File: config.mk
export PLATFORM = sky130hd
export DESIGN_NAME = contiguous_frame_allocator
export DESIGN_NICKNAME = d
export VERILOG_FILES = /design/src/rtl/cfa_pkg.sv /design/src/rtl/cfa_bitmap.sv /design/src/rtl/cfa_seq.sv /design/src/rtl/contiguous_frame_allocator.sv
export SDC_FILE = /design/constraint.sdc
export NUM_CORES = 2
export LEC_CHECK = 0
export BUFFER_PORTS_ARGS = -buffer_cell sky130_fd_sc_hd__buf_2
export CAP_MARGIN = 10
export CORE_MARGIN = 8
export CORE_UTILIZATION = 30
export CTS_CLUSTER_DIAMETER = 200
export CTS_CLUSTER_SIZE = 40
export DETAILED_ROUTE_END_ITERATION = 16
export PLACE_DENSITY = 0.5
export SYNTH_ARGS = -nofsm -noshare
export SYNTH_HDL_FRONTEND = slang
export SYNTH_SLANG_ARGS = --single-unit
File: constraint.sdc
create_clock -name clk -period 68.9 [get_ports clk]
set_clock_uncertainty 0.05 [all_clocks]
set_input_delay 13.78 -clock clk [delete_from_list [all_inputs] [get_ports clk]]
set_output_delay 13.78 -clock clk [all_outputs]
set_load 0.01 [all_outputs]
File: src/rtl/cfa_pkg.sv
// cfa_pkg: shared constants, types and codes of the contiguous frame allocator.
// No dependencies.
`default_nettype none
package cfa_pkg;
    localparam int MAX_FRAMES_DEF = 1024;
    localparam int FRAME_W = 20;
    localparam int LEN_W   = 11;
    localparam int ACT_W   = 2;
    localparam int STAT_W  = 3;

    localparam logic [ACT_W-1:0] ACT_ALLOC   = 2'd0;
    localparam logic [ACT_W-1:0] ACT_RELEASE = 2'd1;
    localparam logic [ACT_W-1:0] ACT_MARK    = 2'd2;

    localparam logic [STAT_W-1:0] ST_OK       = 3'd0;
    localparam logic [STAT_W-1:0] ST_NO_RUN   = 3'd1;
    localparam logic [STAT_W-1:0] ST_RANGE    = 3'd2;
    localparam logic [STAT_W-1:0] ST_NOT_HEAD = 3'd3;
    localparam logic [STAT_W-1:0] ST_BUSY     = 3'd4;
    localparam logic [STAT_W-1:0] ST_BAD_LEN  = 3'd5;

    localparam logic CFG_BASE  = 1'b0;
    localparam logic CFG_COUNT = 1'b1;

    typedef enum logic [3:0] {
        S_IDLE,
        S_CLEAR,
        S_DECODE,
        S_SCAN_RD,
        S_SCAN,
        S_CLAIM,
        S_REL_RD,
        S_REL,
        S_CHK_RD,
        S_CHK,
        S_DONE
    } cfa_state_t;

    // memory access request from sequencer to bitmap
    typedef struct packed {
        logic rd;
        logic wr;
        logic busy;
        logic head;
    } cfa_mem_ctl_t;
endpackage
`default_nettype wire

File: src/rtl/cfa_bitmap.sv
// cfa_bitmap: busy/head bit memory, one synchronous read port, one write port.
// Depends on cfa_pkg.
`default_nettype none
module cfa_bitmap
    import cfa_pkg::*;
#(
    parameter int MAX_FRAMES = MAX_FRAMES_DEF,
    localparam int AW = $clog2(MAX_FRAMES)
) (
    input  wire logic          clk,
    input  wire cfa_mem_ctl_t  ctl,
    input  wire logic [AW-1:0] rd_addr,
    input  wire logic [AW-1:0] wr_addr,
    output logic               rd_busy,
    output logic               rd_head
);
    logic [1:0] mem [MAX_FRAMES];

    always_ff @(posedge clk)
    begin
        if (ctl.wr)
        begin
            mem[wr_addr] <= {ctl.busy, ctl.head};
        end
        if (ctl.rd)
        begin
            {rd_busy, rd_head} <= mem[rd_addr];
        end
    end
endmodule
`default_nettype wire

File: src/rtl/cfa_seq.sv
// cfa_seq: request sequencer; clear sweep, first-fit scan, claim, release, mark.
// Depends on cfa_pkg; drives cfa_bitmap.
`default_nettype none
module cfa_seq
    import cfa_pkg::*;
#(
    parameter int MAX_FRAMES = MAX_FRAMES_DEF,
    localparam int AW = $clog2(MAX_FRAMES),
    localparam int CW = AW + 1
) (
    input  wire logic               clk,
    input  wire logic               rst_n,
    input  wire logic [FRAME_W-1:0] base,
    input  wire logic [LEN_W-1:0]   count_cfg,
    input  wire logic               in_valid,
    output logic                    in_ready,
    input  wire logic [ACT_W-1:0]   action,
    input  wire logic [FRAME_W-1:0] frame_number,
    input  wire logic [LEN_W-1:0]   run_length,
    output logic                    out_valid,
    input  wire logic               out_ready,
    output logic [FRAME_W-1:0]      result_frame,
    output logic [STAT_W-1:0]       status,
    output logic [LEN_W-1:0]        frames_freed,
    output cfa_mem_ctl_t            mem_ctl,
    output logic [AW-1:0]           rd_addr,
    output logic [AW-1:0]           wr_addr,
    input  wire logic               rd_busy,
    input  wire logic               rd_head
);
    localparam int WW = (CW > LEN_W ? CW : LEN_W) + 1;

    cfa_state_t state_reg, state_next;
    logic [ACT_W-1:0]   act_reg;
    logic [FRAME_W-1:0] frm_reg;
    logic [LEN_W-1:0]   len_reg;
    logic [WW-1:0]      cnt_reg;      // frames in the pool, count_cfg clamped to MAX_FRAMES
    logic [WW-1:0]      start_reg, start_next;
    logic [WW-1:0]      ptr_reg, ptr_next;
    logic [WW-1:0]      run_reg, run_next;
    logic [STAT_W-1:0]  st_reg, st_next;
    logic [FRAME_W-1:0] res_reg, res_next;
    logic [LEN_W-1:0]   fr_reg, fr_next;
    logic               ov_reg;
    logic               hd_reg, hd_next;

    logic [FRAME_W:0]   off;          // frame - base, sign in top bit
    logic [WW-1:0]      cnt_w, len_w, off_w, end_w;
    logic               below, off_big;

    assign cnt_w = (WW'(count_cfg) > WW'(MAX_FRAMES)) ? WW'(MAX_FRAMES) : WW'(count_cfg);
    assign off   = {1'b0, frm_reg} - {1'b0, base};
    assign below = off[FRAME_W];
    assign off_big = (FRAME_W > WW - 1) ? (|(off[FRAME_W-1:0] >> (WW - 1))) : 1'b0;
    assign off_w = WW'(off[FRAME_W-1:0]);
    assign len_w = WW'(len_reg);
    assign end_w = ptr_reg + WW'(1);

    assign in_ready = (state_reg == S_IDLE) && (!ov_reg || out_ready);
    assign out_valid = ov_reg;
    assign result_frame = res_reg;
    assign status = st_reg;
    assign frames_freed = fr_reg;

    always_ff @(posedge clk or negedge rst_n)
    begin
        if (!rst_n)
        begin
            state_reg <= S_CLEAR;
            ov_reg    <= 1'b0;
            ptr_reg   <= '0;
        end
        else
        begin
            state_reg <= state_next;
            ptr_reg   <= ptr_next;
            if (state_reg == S_DONE)
            begin
                ov_reg <= 1'b1;
            end
            else if (out_ready)
            begin
                ov_reg <= 1'b0;
            end
        end
    end

    always_ff @(posedge clk)
    begin
        if (in_valid && in_ready)
        begin
            act_reg <= action;
            frm_reg <= frame_number;
            len_reg <= run_length;
            cnt_reg <= cnt_w;
        end
        start_reg <= start_next;
        run_reg   <= run_next;
        st_reg    <= st_next;
        res_reg   <= res_next;
        fr_reg    <= fr_next;
        hd_reg    <= hd_next;
    end

    // next state
    always_comb
    begin
        state_next = state_reg;
        case (state_reg)
            S_CLEAR:
            begin
                if (ptr_reg == WW'(MAX_FRAMES - 1)) state_next = S_IDLE;
            end
            S_IDLE:
            begin
                if (in_valid && in_ready) state_next = S_DECODE;
            end
            S_DECODE:
            begin
                state_next = S_DONE;
                case (act_reg)
                    ACT_ALLOC:
                        if (len_w != '0 && len_w <= cnt_reg) state_next = S_SCAN_RD;
                    ACT_RELEASE:
                        if (!below && !off_big && off_w < cnt_reg) state_next = S_REL_RD;
                    ACT_MARK:
                        if (len_w != '0 && !below && !off_big
                            && off_w + len_w <= cnt_reg) state_next = S_CHK_RD;
                    default: state_next = S_DONE;
                endcase
            end
            S_SCAN_RD: state_next = S_SCAN;
            S_SCAN:
            begin
                if (!rd_busy && run_reg + WW'(1) == len_w) state_next = S_CLAIM;
                else if (!rd_busy && end_w < cnt_reg) state_next = S_SCAN;
                else if (rd_busy && end_w + len_w <= cnt_reg) state_next = S_SCAN;
                else state_next = S_DONE;
            end
            S_CHK_RD: state_next = S_CHK;
            S_CHK:
            begin
                if (rd_busy) state_next = S_DONE;
                else if (run_reg + WW'(1) == len_w) state_next = S_CLAIM;
            end
            S_CLAIM:
            begin
                if (ptr_reg + WW'(1) == start_reg + len_w) state_next = S_DONE;
            end
            S_REL_RD: state_next = S_REL;
            S_REL:
            begin
                if (hd_reg && (!rd_busy || !rd_head)) state_next = S_DONE;
                else if (!hd_reg && (!rd_busy || rd_head)) state_next = S_DONE;
                else if (end_w >= cnt_reg) state_next = S_DONE;
            end
            S_DONE:
            begin
                if (!ov_reg || out_ready) state_next = S_IDLE;
            end
            default: state_next = S_IDLE;
        endcase
    end

    // datapath and memory control
    always_comb
    begin
        ptr_next   = ptr_reg;
        start_next = start_reg;
        run_next   = run_reg;
        st_next    = st_reg;
        res_next   = res_reg;
        fr_next    = fr_reg;
        hd_next    = hd_reg;
        mem_ctl    = '0;
        rd_addr    = AW'(ptr_reg);
        wr_addr    = AW'(ptr_reg);
        case (state_reg)
            S_CLEAR:
            begin
                mem_ctl.wr = 1'b1;
                ptr_next = ptr_reg + WW'(1);
            end
            S_DECODE:
            begin
                res_next = '0;
                fr_next  = '0;
                run_next = '0;
                hd_next  = 1'b1;
                st_next  = ST_BAD_LEN;
                case (act_reg)
                    ACT_ALLOC:
                    begin
                        ptr_next = '0;
                        start_next = '0;
                        st_next = (len_w != '0 && len_w <= cnt_reg) ? ST_NO_RUN : ST_BAD_LEN;
                    end
                    ACT_RELEASE:
                    begin
                        ptr_next = off_w;
                        st_next = ST_RANGE;
                    end
                    ACT_MARK:
                    begin
                        ptr_next = off_w;
                        start_next = off_w;
                        st_next = (len_w == '0) ? ST_BAD_LEN : ST_RANGE;
                    end
                    default: st_next = ST_BAD_LEN;
                endcase
            end
            S_SCAN_RD, S_CHK_RD, S_REL_RD:
            begin
                mem_ctl.rd = 1'b1;
            end
            S_SCAN:
            begin
                if (rd_busy)
                begin
                    start_next = end_w;
                    run_next = '0;
                    ptr_next = end_w;
                    mem_ctl.rd = 1'b1;
                    rd_addr = AW'(end_w);
                end
                else if (run_reg + WW'(1) == len_w)
                begin
                    ptr_next = start_reg;
                    st_next = ST_OK;
                    res_next = base + FRAME_W'(start_reg);
                end
                else
                begin
                    run_next = run_reg + WW'(1);
                    ptr_next = end_w;
                    mem_ctl.rd = 1'b1;
                    rd_addr = AW'(end_w);
                end
            end
            S_CHK:
            begin
                if (rd_busy)
                begin
                    st_next = ST_BUSY;
                end
                else if (run_reg + WW'(1) == len_w)
                begin
                    ptr_next = start_reg;
                    st_next = ST_OK;
                end
                else
                begin
                    run_next = run_reg + WW'(1);
                    ptr_next = end_w;
                    mem_ctl.rd = 1'b1;
                    rd_addr = AW'(end_w);
                end
            end
            S_CLAIM:
            begin
                mem_ctl.wr = 1'b1;
                mem_ctl.busy = 1'b1;
                mem_ctl.head = (ptr_reg == start_reg);
                ptr_next = end_w;
            end
            S_REL:
            begin
                hd_next = 1'b0;
                if (hd_reg && (!rd_busy || !rd_head))
                begin
                    st_next = ST_NOT_HEAD;
                end
                else if (hd_reg || (rd_busy && !rd_head))
                begin
                    st_next = ST_OK;
                    mem_ctl.wr = 1'b1;
                    fr_next = fr_reg + LEN_W'(1);
                    ptr_next = end_w;
                    if (end_w < cnt_reg)
                    begin
                        mem_ctl.rd = 1'b1;
                        rd_addr = AW'(end_w);
                    end
                end
            end
            default: ;
        endcase
    end

`ifndef SYNTHESIS
    a_claim_ok: assert property (@(posedge clk) disable iff (!rst_n)
        mem_ctl.wr && mem_ctl.busy |-> st_reg == ST_OK) else $error("claim without ok");
    a_one_out: assert property (@(posedge clk) disable iff (!rst_n)
        in_valid && in_ready |=> !in_ready) else $error("accept while working");
    a_done_fresh: assert property (@(posedge clk) disable iff (!rst_n)
        ov_reg && !out_ready |=> ov_reg && $stable(st_reg)) else $error("result lost");
`endif
endmodule
`default_nettype wire

File: src/rtl/contiguous_frame_allocator.sv
// Channel  | handshake            | payload
// input    | in_valid / in_ready  | action, frame_number, run_length
// output   | out_valid / out_ready| result_frame, status, frames_freed
// config   | cfg_we               | cfg_index, cfg_data
// One request is served at a time over one bitmap port. Allocate scans first-fit
// and claims run_length frames; release frees a run from its head frame onward;
// mark checks, then claims run_length frames. A bad length or action skips the bitmap.
// After reset, a clearing pass writes every bitmap entry before the first beat is taken.
// Output stalls hold the finished beat; the next beat is taken once it leaves.
// Top level; depends on cfa_pkg, cfa_bitmap, cfa_seq.
`default_nettype none
module contiguous_frame_allocator
    import cfa_pkg::*;
#(
    parameter int MAX_FRAMES = MAX_FRAMES_DEF
) (
    input  wire logic               clk,
    input  wire logic               rst_n,
    input  wire logic               cfg_we,
    input  wire logic               cfg_index,
    input  wire logic [FRAME_W-1:0] cfg_data,
    input  wire logic               in_valid,
    output logic                    in_ready,
    input  wire logic [ACT_W-1:0]   action,
    input  wire logic [FRAME_W-1:0] frame_number,
    input  wire logic [LEN_W-1:0]   run_length,
    output logic                    out_valid,
    input  wire logic               out_ready,
    output logic [FRAME_W-1:0]      result_frame,
    output logic [STAT_W-1:0]       status,
    output logic [LEN_W-1:0]        frames_freed
);
    localparam int AW = $clog2(MAX_FRAMES);

    logic [FRAME_W-1:0] base_reg;
    logic [LEN_W-1:0]   count_reg;
    cfa_mem_ctl_t       mem_ctl;
    logic [AW-1:0]      rd_addr, wr_addr;
    logic               rd_busy, rd_head;

    always_ff @(posedge clk or negedge rst_n)
    begin
        if (!rst_n)
        begin
            base_reg  <= '0;
            count_reg <= LEN_W'(1024);
        end
        else if (cfg_we)
        begin
            if (cfg_index == CFG_BASE) base_reg <= cfg_data;
            else count_reg <= cfg_data[LEN_W-1:0];
        end
    end

    cfa_bitmap #(.MAX_FRAMES(MAX_FRAMES)) u_bitmap (
        .clk(clk), .ctl(mem_ctl), .rd_addr(rd_addr), .wr_addr(wr_addr),
        .rd_busy(rd_busy), .rd_head(rd_head)
    );

    cfa_seq #(.MAX_FRAMES(MAX_FRAMES)) u_seq (
        .clk(clk), .rst_n(rst_n), .base(base_reg), .count_cfg(count_reg),
        .in_valid(in_valid), .in_ready(in_ready), .action(action),
        .frame_number(frame_number), .run_length(run_length),
        .out_valid(out_valid), .out_ready(out_ready), .result_frame(result_frame),
        .status(status), .frames_freed(frames_freed), .mem_ctl(mem_ctl),
        .rd_addr(rd_addr), .wr_addr(wr_addr), .rd_busy(rd_busy), .rd_head(rd_head)
    );
endmodule
`default_nettype wire

Yosys cells after proc, flatten, opt, wreduce, memory -nomap -nowiden
Memory sizes are Yosys's and may differ from the RTL's. A register that Yosys moved wholly into a read port is not among the register bits. Cells that the tools add are included.

$add $sub $neg: 8. Bitwise gates (word level): 1. Reductions and logical operators: 47. Eq/ne operators: 31. Order comparisons: 7. Multiplexer cells: 67.

Operators with widths (number): 12-bit two-way mux (9); 12-bit one-hot mux with 2 select lines (3); 10-bit two-way mux (6); 12-bit one-hot mux with 5 select lines (1); 4-bit two-way mux (14); 4-bit one-hot mux with 11 select lines (1); 20-bit two-way mux (2); 20-bit one-hot mux with 2 select lines (1); 12-bit by 11-bit adder with 12-bit output (3); 12-bit one-hot mux with 3 select lines (1); 10-bit one-hot mux with 3 select lines (1); 12-bit by 1-bit adder with 12-bit output (second input constant) (2); 12-bit == test (2); 12-bit <= comparator (2); 12-bit < comparator (2); 11-bit two-way mux (2); 11-bit one-hot mux with 2 select lines (1); 3-bit two-way mux (7); 20-bit by 20-bit subtractor with 21-bit output (1); 20-bit by 12-bit adder with 20-bit output (1); 4-bit by 3-bit == test with 1-bit output (second input constant) (4); 1-bit logical AND (14); 12-bit by 10-bit == test with 1-bit output (second input constant) (1); 12-bit by 11-bit == test with 1-bit output (1); 39 further kinds (79).

Register bits: 152. Input port bits: 59. Memories kept: 1. Output and inout port bits: 36. Bits in writable memories: 2048.

Memories: u_bitmap.mem (depth 1024, bits a word 2, rd ports 1, clocked after memory_dff 1, wr ports 1, RTL line cfa_bitmap.sv:17) `logic [1:0] mem [MAX_FRAMES];`.

Depth between registers and ports, before layout
Depth after elaboration: 8. Mapped depth: 29. Gate-level depth less buffers: 25.

Modules after synthesis
A second synthesis with hierarchy kept.

Cells, all modules: 6171. Area total of the unflattened synthesis: 96247.3 sq um.

By module, submodules not included: cfa_bitmap (sequential area each 61559.0 sq um, cells each 4793, times used 1, area an instance 83777.8 sq um); cfa_seq (sequential area each 3519.6 sq um, cells each 1311, times used 1, area an instance 11254.5 sq um); contiguous_frame_allocator (sequential area each 777.0 sq um, cells each 67, times used 1, area an instance 1214.9 sq um).

Worst setup path after synthesis
Ideal clock, no wire load.

Path type: reg-to-reg. From: register u_seq.state_reg[3]. To: memory u_bitmap.mem[0][0], data pin. Arrival time: 55.168 ns. Clock period less this slack: 65.820 ns. Buffers on the path: 2. Data required time: 58.247 ns. Cell stages (with the launch flop): 6. Setup slack: 3.080 ns. Library setup time: 10.603 ns. Cells stage by stage: dfrtp_1 -> clkbuf_1 -> clkbuf_1 -> nand2b_1 -> or2_2 -> nor4_1.

RTL lines: from (decl) (RTL line cfa_seq.sv:33) `cfa_state_t state_reg, state_next;`; from (signal assigned) (RTL line cfa_seq.sv:75) `state_reg <= state_next;`; to (decl) (RTL line cfa_bitmap.sv:17).

Final worst setup path
From: input port out_ready. To: output port in_ready.

Cells in the longest elaborated chain, start to end: 2.

RTL lines: from (decl) (RTL line contiguous_frame_allocator.sv:28) `input wire logic out_ready,`; 1-bit logical OR (RTL line cfa_seq.sv:59) `assign in_ready = (state_reg == S_IDLE) && (!ov_reg || out_ready);`; 1-bit logical AND (RTL line cfa_seq.sv:59); to (decl) (RTL line contiguous_frame_allocator.sv:23) `output logic in_ready,`.

Every way passes these cells.

==> flow_summary.html <==
<table>
<tr><th>Metric</th><th>Value</th></tr>
<tr><th colspan="2">Cells and area</th></tr>
<tr><td>NumNets Final</td><td>8383</td></tr>
<tr><td>Largest register by flop count</td><td>u_bitmap.mem</td></tr>
<tr><td>Layout overhead on the synthesized area</td><td>6.860%</td></tr>
<tr><td>Count of placed standard cells in the final layout, fillers left out</td><td>12550</td></tr>
<tr><td>Commonest cells after routing, fill and taps aside</td><td>edfxtp_1, nand2_1, nor2_1</td></tr>
<tr><td>Number of inserted filler cells in the final layout</td><td>32790</td></tr>
<tr><td>Number of flip-flops in the largest register</td><td>2048</td></tr>
<tr><td>Ratio of cells with drive above 1 in the final layout</td><td>6.280%</td></tr>
<tr><td>Most common cell after layout, fill and taps aside</td><td>edfxtp_1</td></tr>
<tr><th colspan="2">Logic synthesis</th></tr>
<tr><td>#FFs+latches synth</td><td>2201</td></tr>
<tr><td>Mean cell area of the mapped netlist</td><td>approximately 12 um2</td></tr>
<tr><td>Cell count after synthesis</td><td>8479</td></tr>
<tr><td>Share of synthesized area spent on multiplexers</td><td>approximately 2.7%</td></tr>
<tr><td>Adder and majority cell fraction of the synthesized area</td><td>approximately 1.8%</td></tr>
<tr><td>Top cells by area in the synthesized netlist</td><td>edfxtp_1, nand2_1, nor2_1</td></tr>
<tr><td>Synthesized cell area</td><td>0.09833 mm2</td></tr>
<tr><td>Cell taking the most area after synthesis</td><td>edfxtp_1</td></tr>
<tr><td>Parity-gate share of the synthesized area counting xor and xnor cells</td><td>1.015%</td></tr>
<tr><td>Main flop type after synthesis</td><td>edfxtp_1</td></tr>
<tr><td>Share of Yosys cell area claimed by the top area cell type</td><td>65.75%</td></tr>
<tr><td>Post-Syn Nets</td><td>approximately 8700</td></tr>
<tr><td>Distinct cell type count of the synthesized netlist</td><td>between 90 and 100</td></tr>
<tr><td>Post-synth EDFFs</td><td>2153</td></tr>
<tr><td>Area share of and/or/nand/nor cells after synthesis</td><td>17.50%</td></tr>
<tr><td>Largest family of logic cells by synthesized area</td><td>simple AND/OR/NAND/NOR gates</td></tr>
<tr><td>Sequential cell area fraction in the yosys report</td><td>66.97%</td></tr>
<tr><td>Share of flip-flops with an asynchronous set or reset after synthesis</td><td>2.181%</td></tr>
<tr><td>Count of yosys warnings during synthesis</td><td>0</td></tr>
<tr><td>Compound-Gate Fraction of Synth Area</td><td>6.808%</td></tr>
<tr><th colspan="2">Timing</th></tr>
<tr><td>Setup TNS</td><td>0 ns</td></tr>
<tr><td>Endpoints failing setup</td><td>0</td></tr>
<tr><td>Fin. Hold Viols</td><td>0</td></tr>
<tr><td>F_max</td><td>34.55 MHz</td></tr>
<tr><td>Max Slew Vio Count</td><td>0</td></tr>
<tr><td>Fin crit share</td><td>a little over two fifths</td></tr>
<tr><td>Pin slew with the least headroom to its limit</td><td>1.293 ns</td></tr>
<tr><td>Clock period minus worst slack</td><td>slightly below 30 ns</td></tr>
<tr><td>Max-slew headroom</td><td>13.15%</td></tr>
<tr><td>Post-Route Hold Slack</td><td>0.4831 ns</td></tr>
<tr><td>RSZ-0062 raised after global routing</td><td>false</td></tr>
<tr><th colspan="2">Clock tree</th></tr>
<tr><td>Buffers inserted during post-CTS setup optimization</td><td>0</td></tr>
<tr><td>Clock tree from TritonCTS</td><td>yes</td></tr>
<tr><td>Clk buf depth</td><td>3</td></tr>
<tr><td>TritonCTS sink count</td><td>~2200</td></tr>
<tr><td>Num CTS Buffers</td><td>61</td></tr>
<tr><td>Count of H-tree levels built during CTS</td><td>2</td></tr>
<tr><td>Root Buffer</td><td>clkbuf_16</td></tr>
<tr><td>Number of gates resized after cts</td><td>0</td></tr>
<tr><td>Clk slew on worst S/H paths</td><td>0.11 ns</td></tr>
<tr><td>Worst skew pair latency</td><td>0.84 ns</td></tr>
<tr><td>Hold_buf cts</td><td>0</td></tr>
<tr><th colspan="2">Routing</th></tr>
<tr><td>Drt drc</td><td>0</td></tr>
<tr><td>Via-to-Cell Ratio</td><td>5.361</td></tr>
<tr><td>First-pass detailed-route iteration total</td><td>6</td></tr>
<tr><td>Post-detailed-route count of antenna-violating nets</td><td>0</td></tr>
<tr><td>Total vias in the final route</td><td>67280</td></tr>
<tr><td>Final WL</td><td>327000 um</td></tr>
<tr><td>Initial detailed-routing violation count</td><td>7558</td></tr>
<tr><td>WL/cell</td><td>26.06 um</td></tr>
<tr><th colspan="2">Pwr</th></tr>
<tr><td>Lkg Pwr</td><td>33.20 nW</td></tr>
<tr><td>Pwr dens</td><td>38.87 mW/mm2</td></tr>
<tr><td>IR drop worst, VDD</td><td>between 0.04 and 0.05 mV</td></tr>
<tr><th colspan="2">Floorplanning</th></tr>
<tr><td>Number of rows in the core area</td><td>210</td></tr>
<tr><td>Die Height</td><td>588.5 um</td></tr>
<tr><td>Horizontal die dimension</td><td>588.5 um</td></tr>
<tr><td>Initial Utilization</td><td>30.11%</td></tr>
<tr><td>Top-level port count</td><td>95</td></tr>
<tr><td>Die area</td><td>around 0.35 mm2</td></tr>
<tr><td>Standard cell core area</td><td>approximately 0.33 mm2</td></tr>
<tr><th colspan="2">Worst setup path</th></tr>
<tr><td>Crit end category</td><td>output pin</td></tr>
<tr><td>Kind of start point of the critical path</td><td>primary input</td></tr>
<tr><td>Arr. time, crit path</td><td>15.11 ns</td></tr>
<tr><td>Critical path class</td><td>primary input to output pin</td></tr>
<tr><td>Endpoint required time on the critical path</td><td>55.07 ns</td></tr>
<tr><td>Maximum fanout encountered on the critical timing path</td><td>3</td></tr>
<tr><th colspan="2">Global routing</th></tr>
<tr><td>Global-route track usage on met3</td><td>under 10%</td></tr>
<tr><td>GRT met1 Usage</td><td>24.29%</td></tr>
<tr><td>Met2 usage in global routing</td><td>a little under a third</td></tr>
<tr><td>GRT Resource Usage Total</td><td>18.09%</td></tr>
<tr><td>GRT overflow</td><td>0</td></tr>
<tr><td>Maximum number of pins on one net before global-route repair</td><td>233</td></tr>
<tr><td>Wire length of the first global-routing pass</td><td>~470000 um</td></tr>
<tr><td>Antenna violations before repair</td><td>23</td></tr>
<tr><td>Via count of the first global-routing pass</td><td>66340</td></tr>
<tr><td>Most Used Layer, Global Route</td><td>met2</td></tr>
<tr><th colspan="2">Place</th></tr>
<tr><td>Dpl hpwl</td><td>191200 um</td></tr>
<tr><td>Count of buffers from port buffering</td><td>94</td></tr>
<tr><td>Cell total after placement</td><td>~12000</td></tr>
<tr><td>RePlAce Congestion</td><td>around 0.83</td></tr>
<tr><th colspan="2">Flow run</th></tr>
<tr><td>Max cap viols</td><td>0</td></tr>
<tr><th colspan="2">Worst hold path</th></tr>
<tr><td>Worst min-delay path category</td><td>flop to flop</td></tr>
<tr><th colspan="2">Run status</th></tr>
<tr><td>Outcome</td><td>finished clean</td></tr>
</table>
layer usage:
layer,vias to the layer above,part of all wire (%)
met4,8,3.5
met5,-,0.017
met2,2419,48
met1,34560,42
met3,428,6.3
li1,29860,-
power by group:
part           total [W]  switching [W]  internal [W]  leakage, nW
Combinational    0.00198        0.00141      0.000566         14.0
Clock           0.000563       0.000396      0.000167        0.808
Sequential       0.00154      0.0000387       0.00150         18.4
worst paths after layout:
check / startpoint / endpoint / slack, ns / cells past startpoint
setup / recovery: out_ready / in_ready / 39.96 / 6
hold / removal: count_reg[9] / count_reg[9] / 0.48 / 1
setup reg to reg: u_seq.ptr_reg[1] / u_bitmap.rd_busy / 58.84 / 25
hold reg to reg: count_reg[9] / count_reg[9] / 0.48 / 1
max in group asynchronous: rst_n / u_seq.ptr_reg[9] / 55.30 / 2
min in group asynchronous: rst_n / base_reg[2] / 13.00 / 2
cells in the mapped netlist (all sizes together) (12+ instances only):
cell type	instances
xor2	31
nand2	1767
a221oi	13
nand3	689
edfxtp	2153
nor2	1141
or4	14
nor4b	35
and3	98
and2	21
clkbuf	355
buf	295
nor2b	34
a22oi	30
ha	130
nand4	45
nor3	71
dfrtp	46
a211oi	64
or3	15
mux2	29
o211ai	16
nor4	62
xnor2	83
a31oi	155
a21o	36
o21a	18
o21bai	12
a32oi	19
o21ai	111
a311oi	70
o22ai	64
a21oi	250
nand2b	15
o311ai	13
inv	101
mux2i	206
mux4	13
cells by family (layout without fill, tap and decap cells):
family          after synthesis  in the layout
fa+ha+maj                   135            135
flops                      2201           2201
mux                         248            248
buf+inv                     753            474
other cells                   0              3
xor+xnor                    114            114
simple gates               4032           4032
compound gates              996            996
area by class of cell:
type	instances	area, um2	area share [%]
sequential	2201	65860	62.67
multi-input combinational	5525	29610	28.18
tap	4346	5438	5.175
timing repair buffer	297	2107	2.005
clock buffer	70	1582	1.505
inverter	103	394.1	0.3751
clock inverter	4	85.08	0.08097
antenna	3	7.507	0.007145
worst max-delay path, stage by stage:
cell      delay, ns
buf_2          0.13
nand2b_1       0.15
inv_1          0.06
nor4b_1        0.60
buf_4          0.25
buf_2          0.14
per-stage QoR:
stage	total power, W	cell area, um2	worst slack, ns	utilization [%]
floorplan	0.002848	98330	3.080	-
global placement	0.003528	103400	39.84	31.66
detailed placement	0.003544	103400	39.88	31.66
CTS	0.004098	105100	39.87	32.17
global route	0.004296	105100	39.83	32.17
finish	0.004084	105100	39.96	32.17
Note: power is estimated with default switching activity, not from simulation.
